[config.mk]
export PLATFORM = sky130hd
export DESIGN_NAME = nat_front
export DESIGN_NICKNAME = d
export VERILOG_FILES = /design/src/design/nat_pkg.sv /design/src/design/nat_front.sv
export SDC_FILE = /design/constraint.sdc
export NUM_CORES = 1
export LEC_CHECK = 0
export BUFFER_PORTS_ARGS = -buffer_cell sky130_fd_sc_hd__buf_2
export CORE_MARGIN = 1
export CORE_UTILIZATION = 49
export DETAILED_ROUTE_END_ITERATION = 8
export PLACE_DENSITY = 0.76
export SYNTH_ARGS = -nofsm -noshare
export SYNTH_HDL_FRONTEND = slang
export SYNTH_SLANG_ARGS = --single-unit
export TNS_END_PERCENT = 50
[constraint.sdc]
create_clock -name i_clk -period 14.3 [get_ports i_clk]
set_input_delay 2.145 -clock i_clk [delete_from_list [all_inputs] [get_ports i_clk]]
set_output_delay 2.145 -clock i_clk [all_outputs]
set_load 0.02 [all_outputs]
[src/design/nat_pkg.sv]
`timescale 1ns / 1ps
package nat_pkg;
    localparam int ConnEntriesDefault = 64;
    localparam int RuleEntriesDefault = 8;
    localparam logic [15:0] PortLimit = 16'hffff;

    typedef enum logic [1:0] {
        REQ_OUT  = 2'd0,
        REQ_IN   = 2'd1,
        REQ_LOAD = 2'd2,
        REQ_BAD  = 2'd3
    } t_req;

    typedef enum logic [2:0] {
        ST_HIT    = 3'd0,
        ST_NEW    = 3'd1,
        ST_NORULE = 3'd2,
        ST_FULL   = 3'd3,
        ST_NOPORT = 3'd4,
        ST_LOADED = 3'd5
    } t_status;

    typedef struct packed {
        logic [1:0]  req_type;
        logic [31:0] src_ip;
        logic [15:0] src_port;
        logic [31:0] dst_ip;
        logic [15:0] dst_port;
        logic [2:0]  rule_slot;
        logic [31:0] rule_public_ip;
        logic [15:0] rule_public_port;
        logic [31:0] rule_private_ip;
        logic [15:0] rule_private_port;
        logic        rule_enable;
    } t_in;

    typedef struct packed {
        logic [2:0]  status;
        logic [31:0] out_src_ip;
        logic [15:0] out_src_port;
        logic [31:0] out_dst_ip;
        logic [15:0] out_dst_port;
    } t_out;

    // classified work item handed from front to back
    typedef struct packed {
        logic [1:0]  req;
        logic [31:0] rip;    // remote ip (key)
        logic [15:0] rport;
        logic [31:0] kip;    // private ip (outbound) or public ip (inbound)
        logic [15:0] kport;
        t_in         raw;
    } t_work;

    // connection entry as stored in ram
    typedef struct packed {
        logic [31:0] remote_ip;
        logic [15:0] remote_port;
        logic [31:0] private_ip;
        logic [15:0] private_port;
        logic [31:0] public_ip;
        logic [15:0] public_port;
    } t_conn;
endpackage

[src/design/nat_front.sv]
`timescale 1ns / 1ps
module nat_front (
    input  logic          i_clk,
    input  logic          i_rst_n,
    input  logic          i_valid,
    output logic          o_ready,
    input  nat_pkg::t_in  i_item,
    output logic          o_q_valid,
    input  logic          i_q_ready,
    output nat_pkg::t_work o_q_item
);
    import nat_pkg::*;

    // two-entry queue
    t_work r_q [2];
    logic  r_wp, r_rp;
    logic [1:0] r_cnt;
    t_work w_cls;

    // pick search key by direction
    always_comb begin
        w_cls.req = i_item.req_type;
        w_cls.raw = i_item;
        if (i_item.req_type == REQ_IN) begin
            w_cls.rip   = i_item.src_ip;
            w_cls.rport = i_item.src_port;
            w_cls.kip   = i_item.dst_ip;
            w_cls.kport = i_item.dst_port;
        end else begin
            w_cls.rip   = i_item.dst_ip;
            w_cls.rport = i_item.dst_port;
            w_cls.kip   = i_item.src_ip;
            w_cls.kport = i_item.src_port;
        end
    end

    assign o_ready   = (r_cnt != 2'd2);
    assign o_q_valid = (r_cnt != 2'd0);
    assign o_q_item  = r_q[r_rp];

    always_ff @(posedge i_clk) begin
        if (!i_rst_n) begin
            r_wp  <= 1'b0;
            r_rp  <= 1'b0;
            r_cnt <= 2'd0;
        end else begin
            if (i_valid && o_ready) begin
                r_q[r_wp] <= w_cls;
                r_wp      <= ~r_wp;
            end
            if (o_q_valid && i_q_ready) begin
                r_rp <= ~r_rp;
            end
            r_cnt <= r_cnt + {1'b0, i_valid && o_ready} - {1'b0, o_q_valid && i_q_ready};
        end
    end

    a_cnt_range: assert property (@(posedge i_clk) disable iff (!i_rst_n)
        r_cnt != 2'd3) else $error("queue count overflow");
    a_full_noin: assert property (@(posedge i_clk) disable iff (!i_rst_n)
        r_cnt == 2'd2 |-> !o_ready) else $error("full queue ready");
    a_empty: assert property (@(posedge i_clk) disable iff (!i_rst_n)
        r_cnt == 2'd0 |-> !o_q_valid) else $error("empty queue valid");
endmodule

# Word-level counts from Yosys, hierarchy flattened

Memories as Yosys holds them, arrays and structs flattened. A register that Yosys moved wholly into a read port is not among the register bits.
Index checks and enable logic that the tools add are counted.
Widths: inputs -> output; s select.

Add/subtract/negate cells: 2
Bitwise gates (word level): 2
Reduce and logical (&&, ||, !) cells: 3
Equality and inequality tests: 2
Multiplexer cells: 6

Operators with widths:

| kind               | number |
|---|---|
| $mux 96            | 1 |
| $mux 1             | 5 |
| $add 2x1->2        | 1 |
| $eq 2x1->1 const B | 1 |
| $logic_and 1x1->1  | 2 |
| $ne 2x2->1 const B | 1 |
| $not 1->1          | 2 |
| $reduce_bool 2->1  | 1 |
| $sub 2x1->2        | 1 |

Bits of input ports: 202
Bits in writable memories: 592
Flip-flop bits (word level): 4
Logic and storage cells: 19
Output and inout bits: 298
Memories: 1

Memories:

| name | words | width | rd ports | clocked after memory_dff | wr ports | line            | RTL |
|---|---|---|---|---|---|---|---|
| r_q  | 2     | 296   | 1        | 1                        | 1        | nat_front.sv:15 | `t_work r_q [2];` |

# Logic depth before layout (Yosys ltp)

Gate-level depths: netlist (run 1).

Word-level depth: 5
Gate-level depth with buffers: 9
Mapped depth without buffers: 9

# Least setup slack after synthesis (run 1)

No wires, ideal clock.

Kind: input to register
Start: input i_rst_n
End: memory r_q[0][0] (netlist name), enable pin
Stages on the path: 2
Required time: 13,345 ps
Library setup time: 955 ps
Slack: -1,070 ps
Data arrival time: 14,415 ps
Buffers on the path: 0
Path through: nand3_1 -> nor2_1

Word-level cells in the longest chain between the ends: 2

Ends and longest elaborated chain:

| what                         | line            | RTL |
|---|---|---|
| from (decl)                  | nat_front.sv:4  | `input logic i_rst_n,` |
| $mux 1                       | nat_front.sv:42 | `if (!i_rst_n) begin` |
| $mux 1 (implied by the code) | nat_front.sv:48 | `r_q[r_wp] <= w_cls;` |
| to (decl)                    | nat_front.sv:15 |  |

No other way between the ends.

==> tab_implementation.tex, run 1 <==
\begin{tabular}{lr}
\hline
Metric & Value \\
\hline
\multicolumn{2}{l}{\textbf{Worst hold path}} \\
Worst Hold Path Cells & 2 \\
Critical hold path startpoint & r\_rp\$\_SDFFE\_PN0P\_ \\
Class of the worst hold path & reg2reg \\
\multicolumn{2}{l}{\textbf{Critical path}} \\
Worst stage delay on the critical path & 0.96 ns \\
Critical-path cell with the highest stage delay & sky130\_fd\_sc\_hd\_\_buf\_4 \\
CP Data Arrival Time & 4.64 ns \\
Required time reported for the critical path endpoint & 12.15 ns \\
Crit path kind & reg2out \\
Depth of the worst register-to-register path & 6 \\
Kind of start point of the critical path & register \\
Largest delay contributor family on the critical path & buffers and inverters \\
Setup crit end kind & output port \\
Origin of the critical flop-to-flop path & r\_cnt[0]\$\_SDFF\_PN0\_ \\
Number of buffers and inverters on the critical path & 4 \\
Crit-path most repeated cell & sky130\_fd\_sc\_hd\_\_buf\_4 \\
Highest net fanout along the worst path & 60 \\
Ordered cell list for the critical path & buf\_4 > buf\_4 > buf\_4 > mux2\_4 > buf\_2 \\
FF-to-FF End & r\_q[0][47]\$\_DFFE\_PP\_ \\
Setup slack, reg-to-reg & 10.32 ns \\
\multicolumn{2}{l}{\textbf{Job}} \\
Max-cap check violation count & 0 \\
\multicolumn{2}{l}{\textbf{Finish}} \\
Final net count & 1975 \\
Area growth, synth to finish & 20.62\% \\
Commonest non-fill, non-tap cell in the layout & sky130\_fd\_sc\_hd\_\_edfxtp\_1 \\
Most used cells in the layout excluding fill and tap cells & sky130\_fd\_sc\_hd\_\_edfxtp\_1 (588), sky130\_fd\_sc\_hd\_\_buf\_2 (499), sky130\_fd\_sc\_hd\_\_nand2\_1 (289) \\
Fraction of layout cells with a size suffix above 1 & 0.4937 \\
\multicolumn{2}{l}{\textbf{Routing}} \\
Detailed-route via count & 12450 \\
DRC & 0 \\
DRC violation total after the first TritonRoute iteration & 770 \\
Routed wire per std cell & 19.97 um \\
Number of vias per cell after detailed routing & 5.100 \\
Number of routed nets with antenna violations & 0 \\
Count of TritonRoute iterations in the first routing pass & 6 \\
Routed wire length & 48.74 mm \\
\multicolumn{2}{l}{\textbf{Timing}} \\
Slew headroom & 0.2214 \\
Number of max-slew violations in the final report & 0 \\
Slew at the pin closest to its max-slew limit & 1.168 ns \\
Final period utilization & 0.4744 \\
Final total negative setup slack & 0 ns \\
Final worst clock skew & 0.01740 ns \\
Endpoints failing setup & 0 \\
Fmax & 147.4 MHz \\
Worst hold margin & 0.5569 ns \\
Final count of hold timing violations & 0 \\
RSZ-0062 raised after global routing & false \\
Final critical delay including setup and external delays & 6.783 ns \\
\multicolumn{2}{l}{\textbf{Floorplan}} \\
I/O Pins & 500 \\
Die height & 222.3 um \\
Number of core rows & 80 \\
Initial standard-cell utilization of the core & 0.4969 \\
Die outline area & 49400 um2 \\
Die extent in x & 222.3 um \\
Area of the core & 47850 um2 \\
\multicolumn{2}{l}{\textbf{Synth}} \\
Count of warnings emitted by yosys & 0 \\
Cell count after synthesis & 1254 \\
Post-synth design cell area & 23770 um2 \\
Number of distinct library cells after synthesis & 21 \\
Mean post-synth cell area & 18.96 um2 \\
Net count of the mapped netlist & 1458 \\
FF+latch count, synth & 593 \\
Sequential cell area fraction in the yosys report & 0.7469 \\
\multicolumn{2}{l}{\textbf{Clock network}} \\
Skew-Pair Late Insertion Delay & 0.59 ns \\
Hold\_buf cts & 0 \\
Maximum count of clock buffers along a single path & 3 \\
TritonCTS clock tree & done \\
Clock slew at reported path FFs & 0.06 ns \\
Number of levels in the clock H-tree & 2 \\
CTS buffer count & 60 \\
Root cell of the clock tree & sky130\_fd\_sc\_hd\_\_clkbuf\_16 \\
Clock Sinks & 593 \\
Setup repair bufs after CTS & 0 \\
Quantity of gates resized following cts & 0 \\
\multicolumn{2}{l}{\textbf{Pwr}} \\
Leakage component of the power & 11.33 nW \\
Overall power consumption & 4.911 mW \\
Total power per unit cell area & 171.3 nW/um2 \\
Maximum vdd ir drop & 129.4 uV \\
\multicolumn{2}{l}{\textbf{Run status}} \\
Outcome & finished, final reports clean \\
\multicolumn{2}{l}{\textbf{Placement}} \\
Port bufs & 499 \\
Global placement routability congestion & 0.7856 \\
Detailed placement HPWL & 31.72 mm \\
\multicolumn{2}{l}{\textbf{GRT}} \\
Number of antenna violations at the first check in global routing & 9 \\
Number of global-route vias before repair & 12640 \\
Wire length of the first global-routing pass & 72.42 mm \\
Pin count of the biggest net entering global routing & 141 \\
Total global routing track utilization & 0.1912 \\
Remaining Overflow, GRT & 0 \\
\hline
\end{tabular}
kinds of logic (layout without fill, tap and decap cells):
group / after synthesis / after routing / synth area share
and+or+nand+nor: 301 / 301 / 0.04863
DFF: 593 / 593 / 0.7469
AOI/OAI and AO/OA: 2 / 2 / 0.0005792
adders and majority gates: 2 / 2 / 0.001052
other: 0 / 6 / 0
muxes: 294 / 294 / 0.1803
buffers and inverters: 59 / 624 / 0.02137
xor gates and xnor gates: 3 / 3 / 0.001105
cell type report:
class	instances	area, um2
clock inverter	33	351.6
antenna	6	15.01
sequential	593	17760
clock buffer	77	1627
multi-input combinational	602	5535
inverter	2	7.507
timing repair buffer	512	2608
tap	615	769.5
fill	3488	19170
cells in the mapped netlist, drive strengths merged:
| cell type | n | area share |
|---|---|---|
| edfxtp | 588 | 0.74 |
| mux2 | 294 | 0.18 |
| nand2 | 289 | 0.046 |
| buf | 57 | 0.021 |
| dfxtp | 5 | 0.0042 |
| and2 | 3 | 0.00079 |
| nor2b | 3 | 0.00079 |
| xnor2 | 3 | 0.0011 |
| ha | 2 | 0.0011 |
| inv | 2 | 0.00032 |
| nand2b | 2 | 0.00053 |
| and3 | 1 | 0.00026 |
| nand3 | 1 | 0.00021 |
| nor2 | 1 | 0.00016 |
| o21a | 1 | 0.00032 |
| o22ai | 1 | 0.00026 |
| or2 | 1 | 0.00026 |
power by group:
part	total, mW	switching, mW	internal, mW
clock network	1.56	0.630	0.927
logic	1.23	0.699	0.534
registers	2.12	0.0509	2.07
state kept, by name (all words and copies together) (netlist names), named ones only:
register / cells
r_cnt: 2
r_q: 588
r_rp: 1
r_wp: 1
through the flow:
step,worst slack [ns],util,cell area [um2],cells
3_5_place_dp,8.093,0.5576,26680,2324
2_1_floorplan,3.911,-,23780,1254
4_1_cts,7.443,0.5990,28660,2434
5_1_grt,7.277,0.5992,28670,2438
6_report,7.517,0.5993,28670,2440
3_3_place_gp,8.144,0.5576,26680,2324
per-layer routing:
metal	track usage	wire, um
met5	0	49
met4	0.08042	1615
met3	0.05858	4145
met2	0.3171	24010
met1	0.2320	18910
worst max path at each step:
| stage | start | cells past startpoint | end |
|---|---|---|---|
| 2_1_floorplan | i_rst_n | 2 | r_q[0][0]$_DFFE_PP_ |
| 3_3_place_gp | register | 5 | o_q_item[57] |
| 3_5_place_dp | register | 5 | o_q_item[49] |
| 4_1_cts | register | 5 | o_q_item[49] |
| 5_1_grt | register | 5 | o_q_item[79] |
| 6_report | register | 5 | o_q_item[49] |
worst reg2reg max path, stage by stage (launching register included):
cell and delay, ns:
sky130_fd_sc_hd__dfxtp_1 0.37, sky130_fd_sc_hd__nand2b_1 0.16, sky130_fd_sc_hd__nand3_1 0.14, sky130_fd_sc_hd__nor2_4 0.36, sky130_fd_sc_hd__buf_4 0.68, sky130_fd_sc_hd__buf_4 0.87, sky130_fd_sc_hd__buf_4 0.95
(Power assumes the default switching activity.)
==> inputs of run 2 (changes only) <==
--- a/config.mk
+++ b/config.mk
@@ -7,9 +7,9 @@
 export LEC_CHECK = 0
 export BUFFER_PORTS_ARGS = -buffer_cell sky130_fd_sc_hd__buf_2
 export CORE_MARGIN = 1
-export CORE_UTILIZATION = 49
+export CORE_UTILIZATION = 55
 export DETAILED_ROUTE_END_ITERATION = 8
-export PLACE_DENSITY = 0.76
+export PLACE_DENSITY = 0.8
 export SYNTH_ARGS = -nofsm -noshare
 export SYNTH_HDL_FRONTEND = slang
 export SYNTH_SLANG_ARGS = --single-unit
==> constraint.sdc (replaced) <==
create_clock -name i_clk -period 6.3 [get_ports i_clk]
set_input_delay 0.945 -clock i_clk [delete_from_list [all_inputs] [get_ports i_clk]]
set_output_delay 0.945 -clock i_clk [all_outputs]
set_load 0.02 [all_outputs]
==> run 2 against run 1 <==
Effect of this change:
- clock power rose by 120%
- final area fell by 0.34%
- critical path depth fell by 2
- clock skew rose by 0.0061 ns
- first-iteration DRC count fell by 3.9%
- setup slack got worse by 4.9 ns
- critical path type unchanged
- critical endpoint is now o_q_item[75]
- largest power group unchanged
- highest routed layer unchanged
==> tab_implementation.tex, run 2 (same netlist as run 1, synthesis figures left out) <==
\begin{tabular}{lr}
\hline
Metric & Value \\
\hline
\multicolumn{2}{l}{\textbf{Floorplan}} \\
Die extent in x & 209.9 um \\
Area of the core & 42320 um2 \\
Die outline area & 44060 um2 \\
I/O Pins & 500 \\
Die height & 209.9 um \\
Number of core rows & 75 \\
Initial standard-cell utilization of the core & 0.5617 \\
\multicolumn{2}{l}{\textbf{Routing}} \\
DRC violation total after the first TritonRoute iteration & 740 \\
Count of TritonRoute iterations in the first routing pass & 5 \\
Detailed-route via count & 12470 \\
DRC & 0 \\
Number of vias per cell after detailed routing & 5.206 \\
Routed wire per std cell & 20.24 um \\
Number of routed nets with antenna violations & 0 \\
Routed wire length & 48.50 mm \\
\multicolumn{2}{l}{\textbf{Clock network}} \\
Clock Sinks & 593 \\
CTS buffer count & 58 \\
Clock slew at reported path FFs & 0.06 ns \\
Maximum count of clock buffers along a single path & 3 \\
Skew-Pair Late Insertion Delay & 0.60 ns \\
Number of levels in the clock H-tree & 2 \\
Quantity of gates resized following cts & 0 \\
Setup repair bufs after CTS & 0 \\
TritonCTS clock tree & done \\
Root cell of the clock tree & sky130\_fd\_sc\_hd\_\_clkbuf\_16 \\
Hold\_buf cts & 0 \\
\multicolumn{2}{l}{\textbf{Critical path}} \\
Kind of start point of the critical path & register \\
CP Data Arrival Time & 2.74 ns \\
Crit path kind & reg2out \\
Setup crit end kind & output port \\
Highest net fanout along the worst path & 120 \\
Required time reported for the critical path endpoint & 5.35 ns \\
\multicolumn{2}{l}{\textbf{Timing}} \\
Final critical delay including setup and external delays & 3.690 ns \\
Slew at the pin closest to its max-slew limit & 1.055 ns \\
Final period utilization & 0.5857 \\
Slew headroom & 0.2950 \\
Number of max-slew violations in the final report & 0 \\
Fmax & 271.0 MHz \\
Endpoints failing setup & 0 \\
RSZ-0062 raised after global routing & false \\
Final total negative setup slack & 0 ns \\
Final worst clock skew & 0.02351 ns \\
Final count of hold timing violations & 0 \\
\multicolumn{2}{l}{\textbf{Job}} \\
Max-cap check violation count & 0 \\
\multicolumn{2}{l}{\textbf{GRT}} \\
Remaining Overflow, GRT & 0 \\
Pin count of the biggest net entering global routing & 146 \\
Wire length of the first global-routing pass & 70.77 mm \\
Total global routing track utilization & 0.2131 \\
Number of antenna violations at the first check in global routing & 8 \\
Number of global-route vias before repair & 12780 \\
\multicolumn{2}{l}{\textbf{Placement}} \\
Port bufs & 499 \\
Global placement routability congestion & 0.7854 \\
Detailed placement HPWL & 31.16 mm \\
\multicolumn{2}{l}{\textbf{Pwr}} \\
Share of total power consumed by net switching & 0.2810 \\
Fraction of power consumed by combinational cells & 0.256 \\
Clock network fraction of total power & 0.308 \\
Power dissipated by switching net loads & 3.098 mW \\
Maximum vdd ir drop & 361.5 uV \\
Leakage component of the power & 11.30 nW \\
Total power per unit cell area & 385.8 nW/um2 \\
Pint & 7.927 mW \\
Share of power burned in registers & 0.436 \\
\multicolumn{2}{l}{\textbf{Finish}} \\
Biggest register & r\_q \\
Final net count & 1972 \\
Area growth, synth to finish & 20.21\% \\
Largest register FFs & 588 \\
Final cell utilization of the core & 0.6752 \\
Most used cells in the layout excluding fill and tap cells & sky130\_fd\_sc\_hd\_\_edfxtp\_1 (588), sky130\_fd\_sc\_hd\_\_buf\_2 (499), sky130\_fd\_sc\_hd\_\_nand2\_1 (289) \\
Commonest non-fill, non-tap cell in the layout & sky130\_fd\_sc\_hd\_\_edfxtp\_1 \\
Largest registers & r\_q: 588 flops, r\_cnt: 2 flops \\
Fraction of layout cells with a size suffix above 1 & 0.4926 \\
\multicolumn{2}{l}{\textbf{Worst hold path}} \\
Class of the worst hold path & in2reg \\
\multicolumn{2}{l}{\textbf{Run status}} \\
Outcome & finished, final reports clean \\
\hline
\end{tabular}
## run 2: cell types whose count changed in the layout (fill, tap and decap cells not counted), sizes merged
cell / previous run / this run
buf: 512 / 511
diode: 6 / 4
bufinv: 7 / 6
clkbuf: 77 / 72
clkinv: 22 / 25
## run 2: cell type report
class                      count  area [um2]
inverter                       2       7.507
sequential                   593       17760
tap                          577       721.9
clock buffer                  72        1568
fill                        2775       13740
clock inverter                35       324.1
antenna                        4       10.01
timing repair buffer         511        2650
multi-input combinational    602        5535
## run 2: power by group through the flow
| stage | clock network, mW | logic (mW) | registers, mW |
|---|---|---|---|
| 6_report | 3.40 | 2.82 | 4.81 |
| 3_3_place_gp | 0 | 2.79 | 4.87 |
| 4_1_cts | 3.47 | 2.83 | 4.81 |
| 3_5_place_dp | 0 | 2.81 | 4.89 |
| 5_1_grt | 3.61 | 2.95 | 4.83 |
| 2_1_floorplan | 0 | 2.14 | 4.89 |
## run 2: worst paths after layout
path | startpoint | to | slack, ns | depth (start not counted)
max | register | o_q_item[75] | 2.61 | 3
min | i_item[29] | r_q[0][29]$_DFFE_PP_ | 0.53 | 1
max reg2reg | r_cnt[0]$_SDFF_PN0_ | r_q[0][165]$_DFFE_PP_ | 3.63 | 5
min reg2reg | r_rp$_SDFFE_PN0P_ | register | 0.56 | 2
## run 2: critical path: stages (launching register included)
cell	delay (ns)
sky130_fd_sc_hd__dfxtp_4	0.73
sky130_fd_sc_hd__buf_12	0.62
sky130_fd_sc_hd__mux2_4	0.36
sky130_fd_sc_hd__buf_2	0.16
## run 2: per-stage QoR
step	area (um2)	cells	hold WS (ns)	setup slack, ns	power, mW
final	28580	2396	0.5347	2.610	11.03
after global routing	28580	2396	0.5020	2.479	11.39
after CTS	28570	2392	0.4898	2.544	11.11
after detailed placement	26680	2285	0.5495	3.104	7.704
after global placement	26680	2285	0.5224	3.141	7.660
after floorplan	23780	1254	0.5031	-2.212	7.031
## run 2: layer usage
layer | track usage | wire (um) | vias to the layer above
met3 | 0.06479 | 3922 | 116
met1 | 0.2429 | 18090 | 6181
met5 | 0 | 32 | -
li1 | - | - | 5705
met4 | 0.1002 | 1890 | 6
met2 | 0.3673 | 24570 | 465
